[src/sv/bcd_binary_add_sub_alu_assert.svh]
// Assertion macros for the BCD and binary add and subtract ALU.
`ifndef BCD_BINARY_ADD_SUB_ALU_ASSERT_SVH
`define BCD_BINARY_ADD_SUB_ALU_ASSERT_SVH
`ifndef SYNTHESIS
`define BCDAS_ASSERT_NOW(lbl, ante, cons, msg) \
	lbl: assert property (@(posedge clk) disable iff (!arst_n) (ante) |-> (cons)) \
		else $error(msg);
`define BCDAS_ASSERT_NEXT(lbl, ante, cons, msg) \
	lbl: assert property (@(posedge clk) disable iff (!arst_n) (ante) |=> (cons)) \
		else $error(msg);
`else
`define BCDAS_ASSERT_NOW(lbl, ante, cons, msg)
`define BCDAS_ASSERT_NEXT(lbl, ante, cons, msg)
`endif
`endif

[src/sv/bcdas_pkg.sv]
// Types and constants shared by the BCD and binary add and subtract ALU.
package bcdas_pkg;

	localparam logic CMD_ADC = 1'b0;
	localparam logic CMD_SBC = 1'b1;

	localparam logic [4:0] LO_LIMIT   = 5'd10;
	localparam logic [3:0] LO_ADD_FIX = 4'd6;
	localparam logic [3:0] LO_SUB_FIX = 4'd10;
	localparam logic [9:0] HI_LIMIT   = 10'h0A0;
	localparam logic [9:0] HI_FIX     = 10'h060;

	typedef struct packed {
		logic       command;
		logic [7:0] accumulator;
		logic [7:0] operand;
		logic       carry_in;
		logic       decimal_in;
	} op_t;

	typedef struct packed {
		logic [7:0] result;
		logic       carry_out;
		logic       overflow_out;
	} res_t;

	typedef struct packed {
		logic advance;
		logic in_valid;
		logic dec_enable;
	} pipe_ctrl_t;

	typedef struct packed {
		logic valid_s1;
		logic valid_s2;
		logic valid_s3;
	} pipe_stat_t;

endpackage

[src/sv/bcdas_cfg_if.sv]
// Configuration write channel carrying the decimal enable bit.
interface bcdas_cfg_if;
	logic valid;
	logic ready;
	logic decimal_enable;

	modport source (output valid, output decimal_enable, input ready);
	modport sink (input valid, input decimal_enable, output ready);
endinterface

[src/sv/bcdas_op_if.sv]
// Operation request channel.
interface bcdas_op_if;
	logic       valid;
	logic       ready;
	logic       command;
	logic [7:0] accumulator;
	logic [7:0] operand;
	logic       carry_in;
	logic       decimal_in;

	modport source (output valid, output command, output accumulator, output operand,
		output carry_in, output decimal_in, input ready);
	modport sink (input valid, input command, input accumulator, input operand,
		input carry_in, input decimal_in, output ready);
endinterface

[src/sv/bcdas_res_if.sv]
// Result channel.
interface bcdas_res_if;
	logic       valid;
	logic       ready;
	logic [7:0] result;
	logic       carry_out;
	logic       overflow_out;

	modport source (output valid, output result, output carry_out, output overflow_out,
		input ready);
	modport sink (input valid, input result, input carry_out, input overflow_out,
		output ready);
endinterface

[src/sv/bcdas_core.sv]
// Three stage datapath: low digit, high digit sum, decimal high correction.
module bcdas_core import bcdas_pkg::*; (
	input  logic       clk,
	input  logic       arst_n,
	input  pipe_ctrl_t ctrl,
	input  op_t        op,
	output pipe_stat_t stat,
	output res_t       res
);

	logic       valid_s1, valid_s2, valid_s3;

	logic       sub_s1, dec_s1;
	logic [3:0] a_hi_s1, m_hi_s1;
	logic [5:0] lo_s1;
	logic [7:0] bin_res_s1;
	logic       bin_c_s1, bin_v_s1;

	logic       sub_s2, dec_s2;
	logic [9:0] dsum_s2;
	logic       dov_s2;
	logic [7:0] bin_res_s2;
	logic       bin_c_s2, bin_v_s2;

	res_t       res_s3;

	logic [7:0] mx;
	logic [8:0] bsum;
	logic [4:0] lo_add;
	logic [5:0] lo_sub;
	logic [5:0] lo_next;

	logic [9:0] a_hi_w, m_hi_w, a_hi_sx, m_hi_sx, lo_sx, dsum_next, t_add;
	logic       dov_next;

	logic [9:0] fix;
	logic       dec_add;

	always_comb begin
		mx = (op.command == CMD_SBC) ? ~op.operand : op.operand;
		bsum = {1'b0, op.accumulator} + {1'b0, mx} + {8'b0, op.carry_in};
		lo_add = {1'b0, op.accumulator[3:0]} + {1'b0, op.operand[3:0]} + {4'b0, op.carry_in};
		lo_sub = {2'b0, op.accumulator[3:0]} - {2'b0, op.operand[3:0]} - {5'b0, ~op.carry_in};
		if (op.command == CMD_SBC) begin
			if (lo_sub[5]) begin
				lo_next = {2'b11, lo_sub[3:0] + LO_SUB_FIX};
			end else begin
				lo_next = lo_sub;
			end
		end else begin
			if (lo_add >= LO_LIMIT) begin
				lo_next = {2'b01, lo_add[3:0] + LO_ADD_FIX};
			end else begin
				lo_next = {1'b0, lo_add};
			end
		end
	end

	always_comb begin
		a_hi_w  = {2'b00, a_hi_s1, 4'b0000};
		m_hi_w  = {2'b00, m_hi_s1, 4'b0000};
		a_hi_sx = {{2{a_hi_s1[3]}}, a_hi_s1, 4'b0000};
		m_hi_sx = {{2{m_hi_s1[3]}}, m_hi_s1, 4'b0000};
		lo_sx   = {{4{lo_s1[5]}}, lo_s1};
		if (sub_s1 == CMD_SBC) begin
			dsum_next = a_hi_w - m_hi_w + lo_sx;
		end else begin
			dsum_next = a_hi_w + m_hi_w + lo_sx;
		end
		t_add = a_hi_sx + m_hi_sx + lo_sx;
		dov_next = !((t_add[9] == t_add[8]) && (t_add[8] == t_add[7]));
	end

	always_comb begin
		dec_add = dec_s2 && (sub_s2 == CMD_ADC);
		if (sub_s2 == CMD_SBC) begin
			fix = dsum_s2[9] ? (dsum_s2 - HI_FIX) : dsum_s2;
		end else begin
			fix = (dsum_s2 >= HI_LIMIT) ? (dsum_s2 + HI_FIX) : dsum_s2;
		end
	end

	always_ff @(posedge clk or negedge arst_n) begin
		if (!arst_n) begin
			valid_s1 <= 1'b0;
			valid_s2 <= 1'b0;
			valid_s3 <= 1'b0;
		end else if (ctrl.advance) begin
			valid_s1 <= ctrl.in_valid;
			valid_s2 <= valid_s1;
			valid_s3 <= valid_s2;
		end
	end

	always_ff @(posedge clk) begin
		if (ctrl.advance) begin
			sub_s1     <= op.command;
			dec_s1     <= op.decimal_in && ctrl.dec_enable;
			a_hi_s1    <= op.accumulator[7:4];
			m_hi_s1    <= op.operand[7:4];
			lo_s1      <= lo_next;
			bin_res_s1 <= bsum[7:0];
			bin_c_s1   <= bsum[8];
			bin_v_s1   <= ~(op.accumulator[7] ^ mx[7]) & (op.accumulator[7] ^ bsum[7]);

			sub_s2     <= sub_s1;
			dec_s2     <= dec_s1;
			dsum_s2    <= dsum_next;
			dov_s2     <= dov_next;
			bin_res_s2 <= bin_res_s1;
			bin_c_s2   <= bin_c_s1;
			bin_v_s2   <= bin_v_s1;

			res_s3.result       <= dec_s2 ? fix[7:0] : bin_res_s2;
			res_s3.carry_out    <= dec_add ? (|fix[9:8]) : bin_c_s2;
			res_s3.overflow_out <= dec_add ? dov_s2 : bin_v_s2;
		end
	end

	assign stat.valid_s1 = valid_s1;
	assign stat.valid_s2 = valid_s2;
	assign stat.valid_s3 = valid_s3;
	assign res = res_s3;

endmodule

[src/sv/bcd_binary_add_sub_alu.sv]
// Top level of the BCD and binary add and subtract ALU.
//
//  channel  role   contents
//  cfg      sink   decimal_enable write, always ready
//  op       sink   command, accumulator, operand, carry_in, decimal_in
//  res      source result, carry_out, overflow_out
//
// Each request passes through the low digit, high digit and correction stages.
// One request enters every cycle and one result leaves every cycle while res is ready.
// When a result waits unaccepted the whole pipeline holds and op.ready drops.
// Reset empties the pipeline and sets decimal_enable to one.
module bcd_binary_add_sub_alu import bcdas_pkg::*; (
	input  logic         clk,
	input  logic         arst_n,
	bcdas_cfg_if.sink    cfg,
	bcdas_op_if.sink     op,
	bcdas_res_if.source  res
);

`include "bcd_binary_add_sub_alu_assert.svh"

	logic       decimal_enable_q;
	pipe_ctrl_t ctrl;
	pipe_stat_t stat;
	op_t        op_data;
	res_t       res_data;

	always_ff @(posedge clk or negedge arst_n) begin
		if (!arst_n) begin
			decimal_enable_q <= 1'b1;
		end else if (cfg.valid) begin
			decimal_enable_q <= cfg.decimal_enable;
		end
	end

	assign cfg.ready = 1'b1;

	always_comb begin
		ctrl.advance    = !(stat.valid_s3 && !res.ready);
		ctrl.in_valid   = op.valid;
		ctrl.dec_enable = decimal_enable_q;
		op_data.command     = op.command;
		op_data.accumulator = op.accumulator;
		op_data.operand     = op.operand;
		op_data.carry_in    = op.carry_in;
		op_data.decimal_in  = op.decimal_in;
	end

	bcdas_core u_core (
		.clk    (clk),
		.arst_n (arst_n),
		.ctrl   (ctrl),
		.op     (op_data),
		.stat   (stat),
		.res    (res_data)
	);

	assign op.ready         = ctrl.advance;
	assign res.valid        = stat.valid_s3;
	assign res.result       = res_data.result;
	assign res.carry_out    = res_data.carry_out;
	assign res.overflow_out = res_data.overflow_out;

	`BCDAS_ASSERT_NOW(a_stall_only_on_blocked_result, !op.ready, res.valid && !res.ready, "op stalled without a blocked result")
	`BCDAS_ASSERT_NEXT(a_accept_fills_s1, op.valid && op.ready, stat.valid_s1, "accepted request missing from stage one")
	`BCDAS_ASSERT_NEXT(a_cfg_written, cfg.valid, decimal_enable_q == $past(cfg.decimal_enable), "decimal enable write lost")

endmodule
[src/flat_wrapper.sv]
// flat-port wrapper written by rule: the top's interface ports become plain ports
module bcd_binary_add_sub_alu_flat import bcdas_pkg::*;
  (clk, arst_n, cfg_valid, cfg_decimal_enable, cfg_ready, op_valid, op_command, op_accumulator, op_operand, op_carry_in, op_decimal_in, op_ready, res_valid, res_result, res_carry_out, res_overflow_out, res_ready);
  bcdas_cfg_if cfg_i ();
  bcdas_op_if op_i ();
  bcdas_res_if res_i ();
  input  logic clk;
  input  logic arst_n;
  input wire logic [$bits(cfg_i.valid)-1:0] cfg_valid;
  input wire logic [$bits(cfg_i.decimal_enable)-1:0] cfg_decimal_enable;
  output wire logic [$bits(cfg_i.ready)-1:0] cfg_ready;
  input wire logic [$bits(op_i.valid)-1:0] op_valid;
  input wire logic [$bits(op_i.command)-1:0] op_command;
  input wire logic [$bits(op_i.accumulator)-1:0] op_accumulator;
  input wire logic [$bits(op_i.operand)-1:0] op_operand;
  input wire logic [$bits(op_i.carry_in)-1:0] op_carry_in;
  input wire logic [$bits(op_i.decimal_in)-1:0] op_decimal_in;
  output wire logic [$bits(op_i.ready)-1:0] op_ready;
  output wire logic [$bits(res_i.valid)-1:0] res_valid;
  output wire logic [$bits(res_i.result)-1:0] res_result;
  output wire logic [$bits(res_i.carry_out)-1:0] res_carry_out;
  output wire logic [$bits(res_i.overflow_out)-1:0] res_overflow_out;
  input wire logic [$bits(res_i.ready)-1:0] res_ready;
  assign cfg_i.valid = cfg_valid;
  assign cfg_i.decimal_enable = cfg_decimal_enable;
  assign cfg_ready = cfg_i.ready;
  assign op_i.valid = op_valid;
  assign op_i.command = op_command;
  assign op_i.accumulator = op_accumulator;
  assign op_i.operand = op_operand;
  assign op_i.carry_in = op_carry_in;
  assign op_i.decimal_in = op_decimal_in;
  assign op_ready = op_i.ready;
  assign res_valid = res_i.valid;
  assign res_result = res_i.result;
  assign res_carry_out = res_i.carry_out;
  assign res_overflow_out = res_i.overflow_out;
  assign res_i.ready = res_ready;
  bcd_binary_add_sub_alu u_core (.clk(clk), .arst_n(arst_n), .cfg(cfg_i), .op(op_i), .res(res_i));
endmodule
[config.mk]
export PLATFORM = sky130hd
export DESIGN_NAME = bcd_binary_add_sub_alu_flat
export DESIGN_NICKNAME = d
export VERILOG_FILES = /design/src/sv/bcdas_pkg.sv /design/src/sv/bcdas_cfg_if.sv /design/src/sv/bcdas_op_if.sv /design/src/sv/bcdas_res_if.sv /design/src/sv/bcdas_core.sv /design/src/sv/bcd_binary_add_sub_alu.sv /design/src/flat_wrapper.sv
export VERILOG_INCLUDE_DIRS = /design/src /design/src/sv
export SDC_FILE = /design/constraint.sdc
export NUM_CORES = 1
export LEC_CHECK = 0
export BUFFER_PORTS_ARGS = -buffer_cell sky130_fd_sc_hd__buf_4
export CORE_MARGIN = 4
export CORE_UTILIZATION = 46
export DETAILED_ROUTE_END_ITERATION = 7
export PLACE_DENSITY = 0.74
export RECOVER_POWER = 25
export SLEW_MARGIN = 10
export SYNTH_ARGS = -nofsm -noshare
export SYNTH_HDL_FRONTEND = slang
export SYNTH_SLANG_ARGS = --single-unit
[constraint.sdc]
create_clock -name clk -period 2.4 [get_ports clk]
set_clock_uncertainty 0.1 [all_clocks]
set_input_delay 0.48 -clock clk [delete_from_list [all_inputs] [get_ports clk]]
set_output_delay 0.48 -clock clk [all_outputs]
set_load 0.1 [all_outputs]
==> run_results.csv <==
group,metric,value,unit
floorplanning,pin_count,38,
synthesis,synthDistinctLibCells,42,
synthesis,dominantRegCellSynth,"edfxtp_1",
final_layout,area_growth_syn_to_layout,30.5,%
place,routabilityCongestion,0.815,
global_route,grt_usage,0.147,
pwr,combPwrFrac,0.473,
final_layout,drive_gt1_frac,0.381,
critical_path,worstSetupEndpointType,"flop",
floorplanning,num_rows,32,
timing,fin_ws,-0.184,ns
detailed_routing,viasPerCell,4.94,
floorplanning,core,7850,sq um
pwr,p_int,0.00330,W
timing,slew_headroom,0.136,
synthesis,yosysWarnings,0,
pwr,irDropWorstVdd,0.385,mV
critical_path,cp-startpoint,"op_carry_in",
detailed_routing,antenna_left,0,
pwr,power_frac_clock,0.182,
detailed_routing,post_drt_wl_per_cell,13.8,um
global_route,grt_antenna_before_repair,0,
pwr,swShare,0.374,
synthesis,synth-edff-count,59,
global_route,grt_pass1_wl,11.3,mm
timing,fin_crit_sh,1.08,
synthesis,synthCells,292,
timing,finalHoldViolCount,0,
timing,setup_viol,7,
pwr,leakagePower,2.07,nW
run_status,status,"finished, violations left",
place,dp_slack,-0.527,ns
detailed_routing,highest_layer,"met4",
synthesis,synthArstFlopShare,0.0635,
hold_path,min-delay-start,"op_accumulator[6]",
critical_path,critPathKind,"primary input to flop",
pwr,pwr_density_cell,1070,nW/um^2
floorplanning,die-area,9710,sq um
pwr,p_seq_frac,0.345,
critical_path,rr_startpoint,"u_core.u_core.lo_s1[5]$_SDFFCE_PN0N_",
clock_network,insertion_delay,0.33,ns
critical_path,worstSetupStartpointType,"primary input",
critical_path,worstPathMaxFanout,6,
timing,fin_crit,2.58,ns
synthesis,netlist_area,3770,sq um
floorplanning,die_y,98.5,um
run_status,violations,"negative setup slack",
clock_network,cts.sinks,63,
place,hpwl,5.05,mm
hold_path,hold_path.class,"primary input to flop",
clock_network,cts_tree,"built",
detailed_routing,drt-initial-drc-count,67,
place,dp.cells,466,
timing,max_clock_freq,0.387,GHz
detailed_routing,met1_length,2.96,mm
synthesis,synth_fp_nets,363,
final_layout,fin_nets,454,
final_layout,insertedDiodeCount,0,
place,io_buffers,36,
flow_run,maxCapViolCount,0,
timing,rsz0062_at_grt,"yes",
critical_path,arrival,2.66,ns
detailed_routing,wl_met3,288,um
timing,hold_ws,0.284,ns
floorplanning,die_w,98.5,um
clock_network,root_buffer,"clkbuf_8",
global_route,grt_max_degree,63,
pwr,power_switching,0.00197,W
detailed_routing,postRouteWirelength,6.78,mm
clock_network,clock_path_buffers,2,
critical_path,cp_data_required_time,2.48,ns
pwr,total_power,0.00528,W
synthesis,ys_seq_area_frac,0.497,
clock_network,cts_buffers,9,
detailed_routing,dr_wl_met2,3.34,mm
final_layout,finalNonFillerCells,490,
floorplanning,initial_core_util,0.480,
global_route,overflow,0,
clock_network,clkTransAtPathRegs,0.07,ns
timing,worst_pin_slew,1.30,ns
detailed_routing,first_pass_iters,4,
detailed_routing,drc_errors,0,
clock_network,htreeDepth,3,
detailed_routing,vias,2422,
synthesis,synth-seq-cells,63,
global_route,first_global_vias,2447,
timing,slew_viol_final,0,
synthesis,syn_avg_cell_area,12.9,sq um
[cells in the final DEF, fill, tap and decap left out, drive strengths merged, types with 2 or more instances in the layout]
| cell type | synthesis | layout |
|---|---|---|
| buf | 3 | 76 |
| nor4 | 2 | 2 |
| clkinv | 0 | 3 |
| nor2b | 4 | 4 |
| o21ai | 9 | 9 |
| nand3b | 2 | 2 |
| mux2i | 6 | 6 |
| xor2 | 14 | 14 |
| and2 | 2 | 2 |
| inv | 25 | 25 |
| dfrtp | 3 | 3 |
| a311oi | 3 | 3 |
| a21o | 10 | 10 |
| nor2 | 16 | 16 |
| a21oi | 18 | 18 |
| xnor2 | 20 | 20 |
| nand2b | 9 | 9 |
| fa | 12 | 12 |
| nor3 | 5 | 5 |
| mux2 | 12 | 12 |
| o21a | 3 | 3 |
| edfxtp | 59 | 59 |
| clkbuf | 3 | 18 |
| clkinvlp | 0 | 2 |
| ha | 34 | 34 |
| nand2 | 6 | 6 |
| bufinv | 0 | 2 |
[synth_stat cells, types with 2 or more instances]
cell / number / share of area
edfxtp_1: 59 / 0.47
nand3b_1: 2 / 0.0040
and2_1: 2 / 0.0033
a21oi_1: 17 / 0.023
dfrtp_1: 3 / 0.020
nor2_1: 16 / 0.016
fa_1: 12 / 0.064
nor4_1: 2 / 0.0033
a21o_1: 10 / 0.020
a311oi_1: 3 / 0.0070
mux2_2: 12 / 0.036
xor2_1: 14 / 0.033
clkbuf_1: 3 / 0.0030
nor3_1: 5 / 0.0066
nand2_1: 6 / 0.0060
xnor2_1: 19 / 0.044
mux2i_1: 6 / 0.016
o21a_1: 3 / 0.0060
nand2b_1: 9 / 0.015
o21ai_0: 8 / 0.011
nor2b_1: 3 / 0.0050
ha_1: 34 / 0.11
inv_1: 25 / 0.025
[critical path, stage by stage]
cell	delay, ns
buf_6	0.07
inv_4	0.03
fa_2	0.41
fa_2	0.45
xnor2_4	0.16
ha_2	0.23
a21oi_2	0.19
a2bb2oi_4	0.19
mux2_4	0.31
mux2i_1	0.14
[final cells by class]
class / instances / area (sq um)
clock buffers: 9 / 124
clock inverters: 7 / 87.6
fillers: 614 / 2930
inverters: 25 / 98.8
multi-input cells: 198 / 1990
flip-flops and latches: 63 / 1870
well taps: 102 / 128
repair buffers: 86 / 623
[flip-flops by register name, summed over array words and instances (netlist names), 4 cells and up]
register and cells:
u_core.u_core.bin_res_s2 8, u_core.u_core.bin_res_s1 8, u_core.u_core.lo_s1 6, u_core.u_core.dsum_s2 10, u_core.u_core.a_hi_s1 4, u_core.u_core.res 10
u_core.u_core.m_hi_s1 4
[per-layer routing]
| metal | up-vias | global-route usage |
|---|---|---|
| li1 | 1222 | - |
| met1 | 1142 | 0.184 |
| met2 | 45 | 0.240 |
| met3 | 13 | 0.0432 |
| met4 | 0 | 0.0588 |
| met5 | - | 0 |
[per-stage QoR]
| stage | cell area (sq um) | setup TNS (ns) | util |
|---|---|---|---|
| final | 4920 | -0.631 | 0.627 |
| after global routing | 4920 | -1.24 | 0.627 |
| after CTS | 4870 | -0.608 | 0.621 |
| after detailed placement | 4530 | -3.89 | 0.577 |
| after global placement | 4530 | -3.26 | 0.577 |
| after floorplan | 3840 | -1.85 | - |
[power groups by stage]
stage | Clock, W | Sequential [W] | Combinational [W]
3_5_place_dp | 0 | 0.00184 | 0.00233
5_1_grt | 0.00104 | 0.00186 | 0.00273
4_1_cts | 0.000987 | 0.00182 | 0.00244
2_1_floorplan | 0 | 0.00234 | 0.00119
3_3_place_gp | 0 | 0.00182 | 0.00226
6_report | 0.000962 | 0.00182 | 0.00250
[path summary, 6_finish.rpt]
check / end / slack (ns) / depth (start not counted)
worst max register to register: u_core.u_core.dov_s2$_DFFE_PN_ / -0.13 / 6
max in group asynchronous: u_core.decimal_enable_q$_DFFE_PN1P_ / 1.54 / 2
min in group asynchronous: u_core.u_core.valid_s2$_DFFE_PN0N_ / 0.42 / 2
worst min-delay path: u_core.u_core.a_hi_s1[2]$_DFFE_PN_ / 0.28 / 1
worst max-delay path: u_core.u_core.lo_s1[2]$_DFFE_PN_ / -0.18 / 10
worst min register to register: u_core.u_core.dsum_s2[1]$_DFFE_PN_ / 0.32 / 0
[timing repair]
item                       in CTS  in global routing
hold endpoints to repair        4                  0
setup endpoints to repair       9                 11
hold buffers                    1                  0
pin swaps                      25                 24
setup buffers                   6                  1
gates resized for setup        20                 18
[cell families (layout without fill, tap and decap cells)]
family,after synthesis,after routing,synth area share
DFF,63,63,0.497
xor gates and xnor gates,34,34,0.0810
muxes,18,18,0.0518
adders and majority gates,46,46,0.177
AOI/OAI and AO/OA,51,51,0.0933
buffers and inverters,31,127,0.0339
other,1,1,0.000995
and+or+nand+nor,48,48,0.0657
Note: power is estimated with default switching activity, not from simulation.
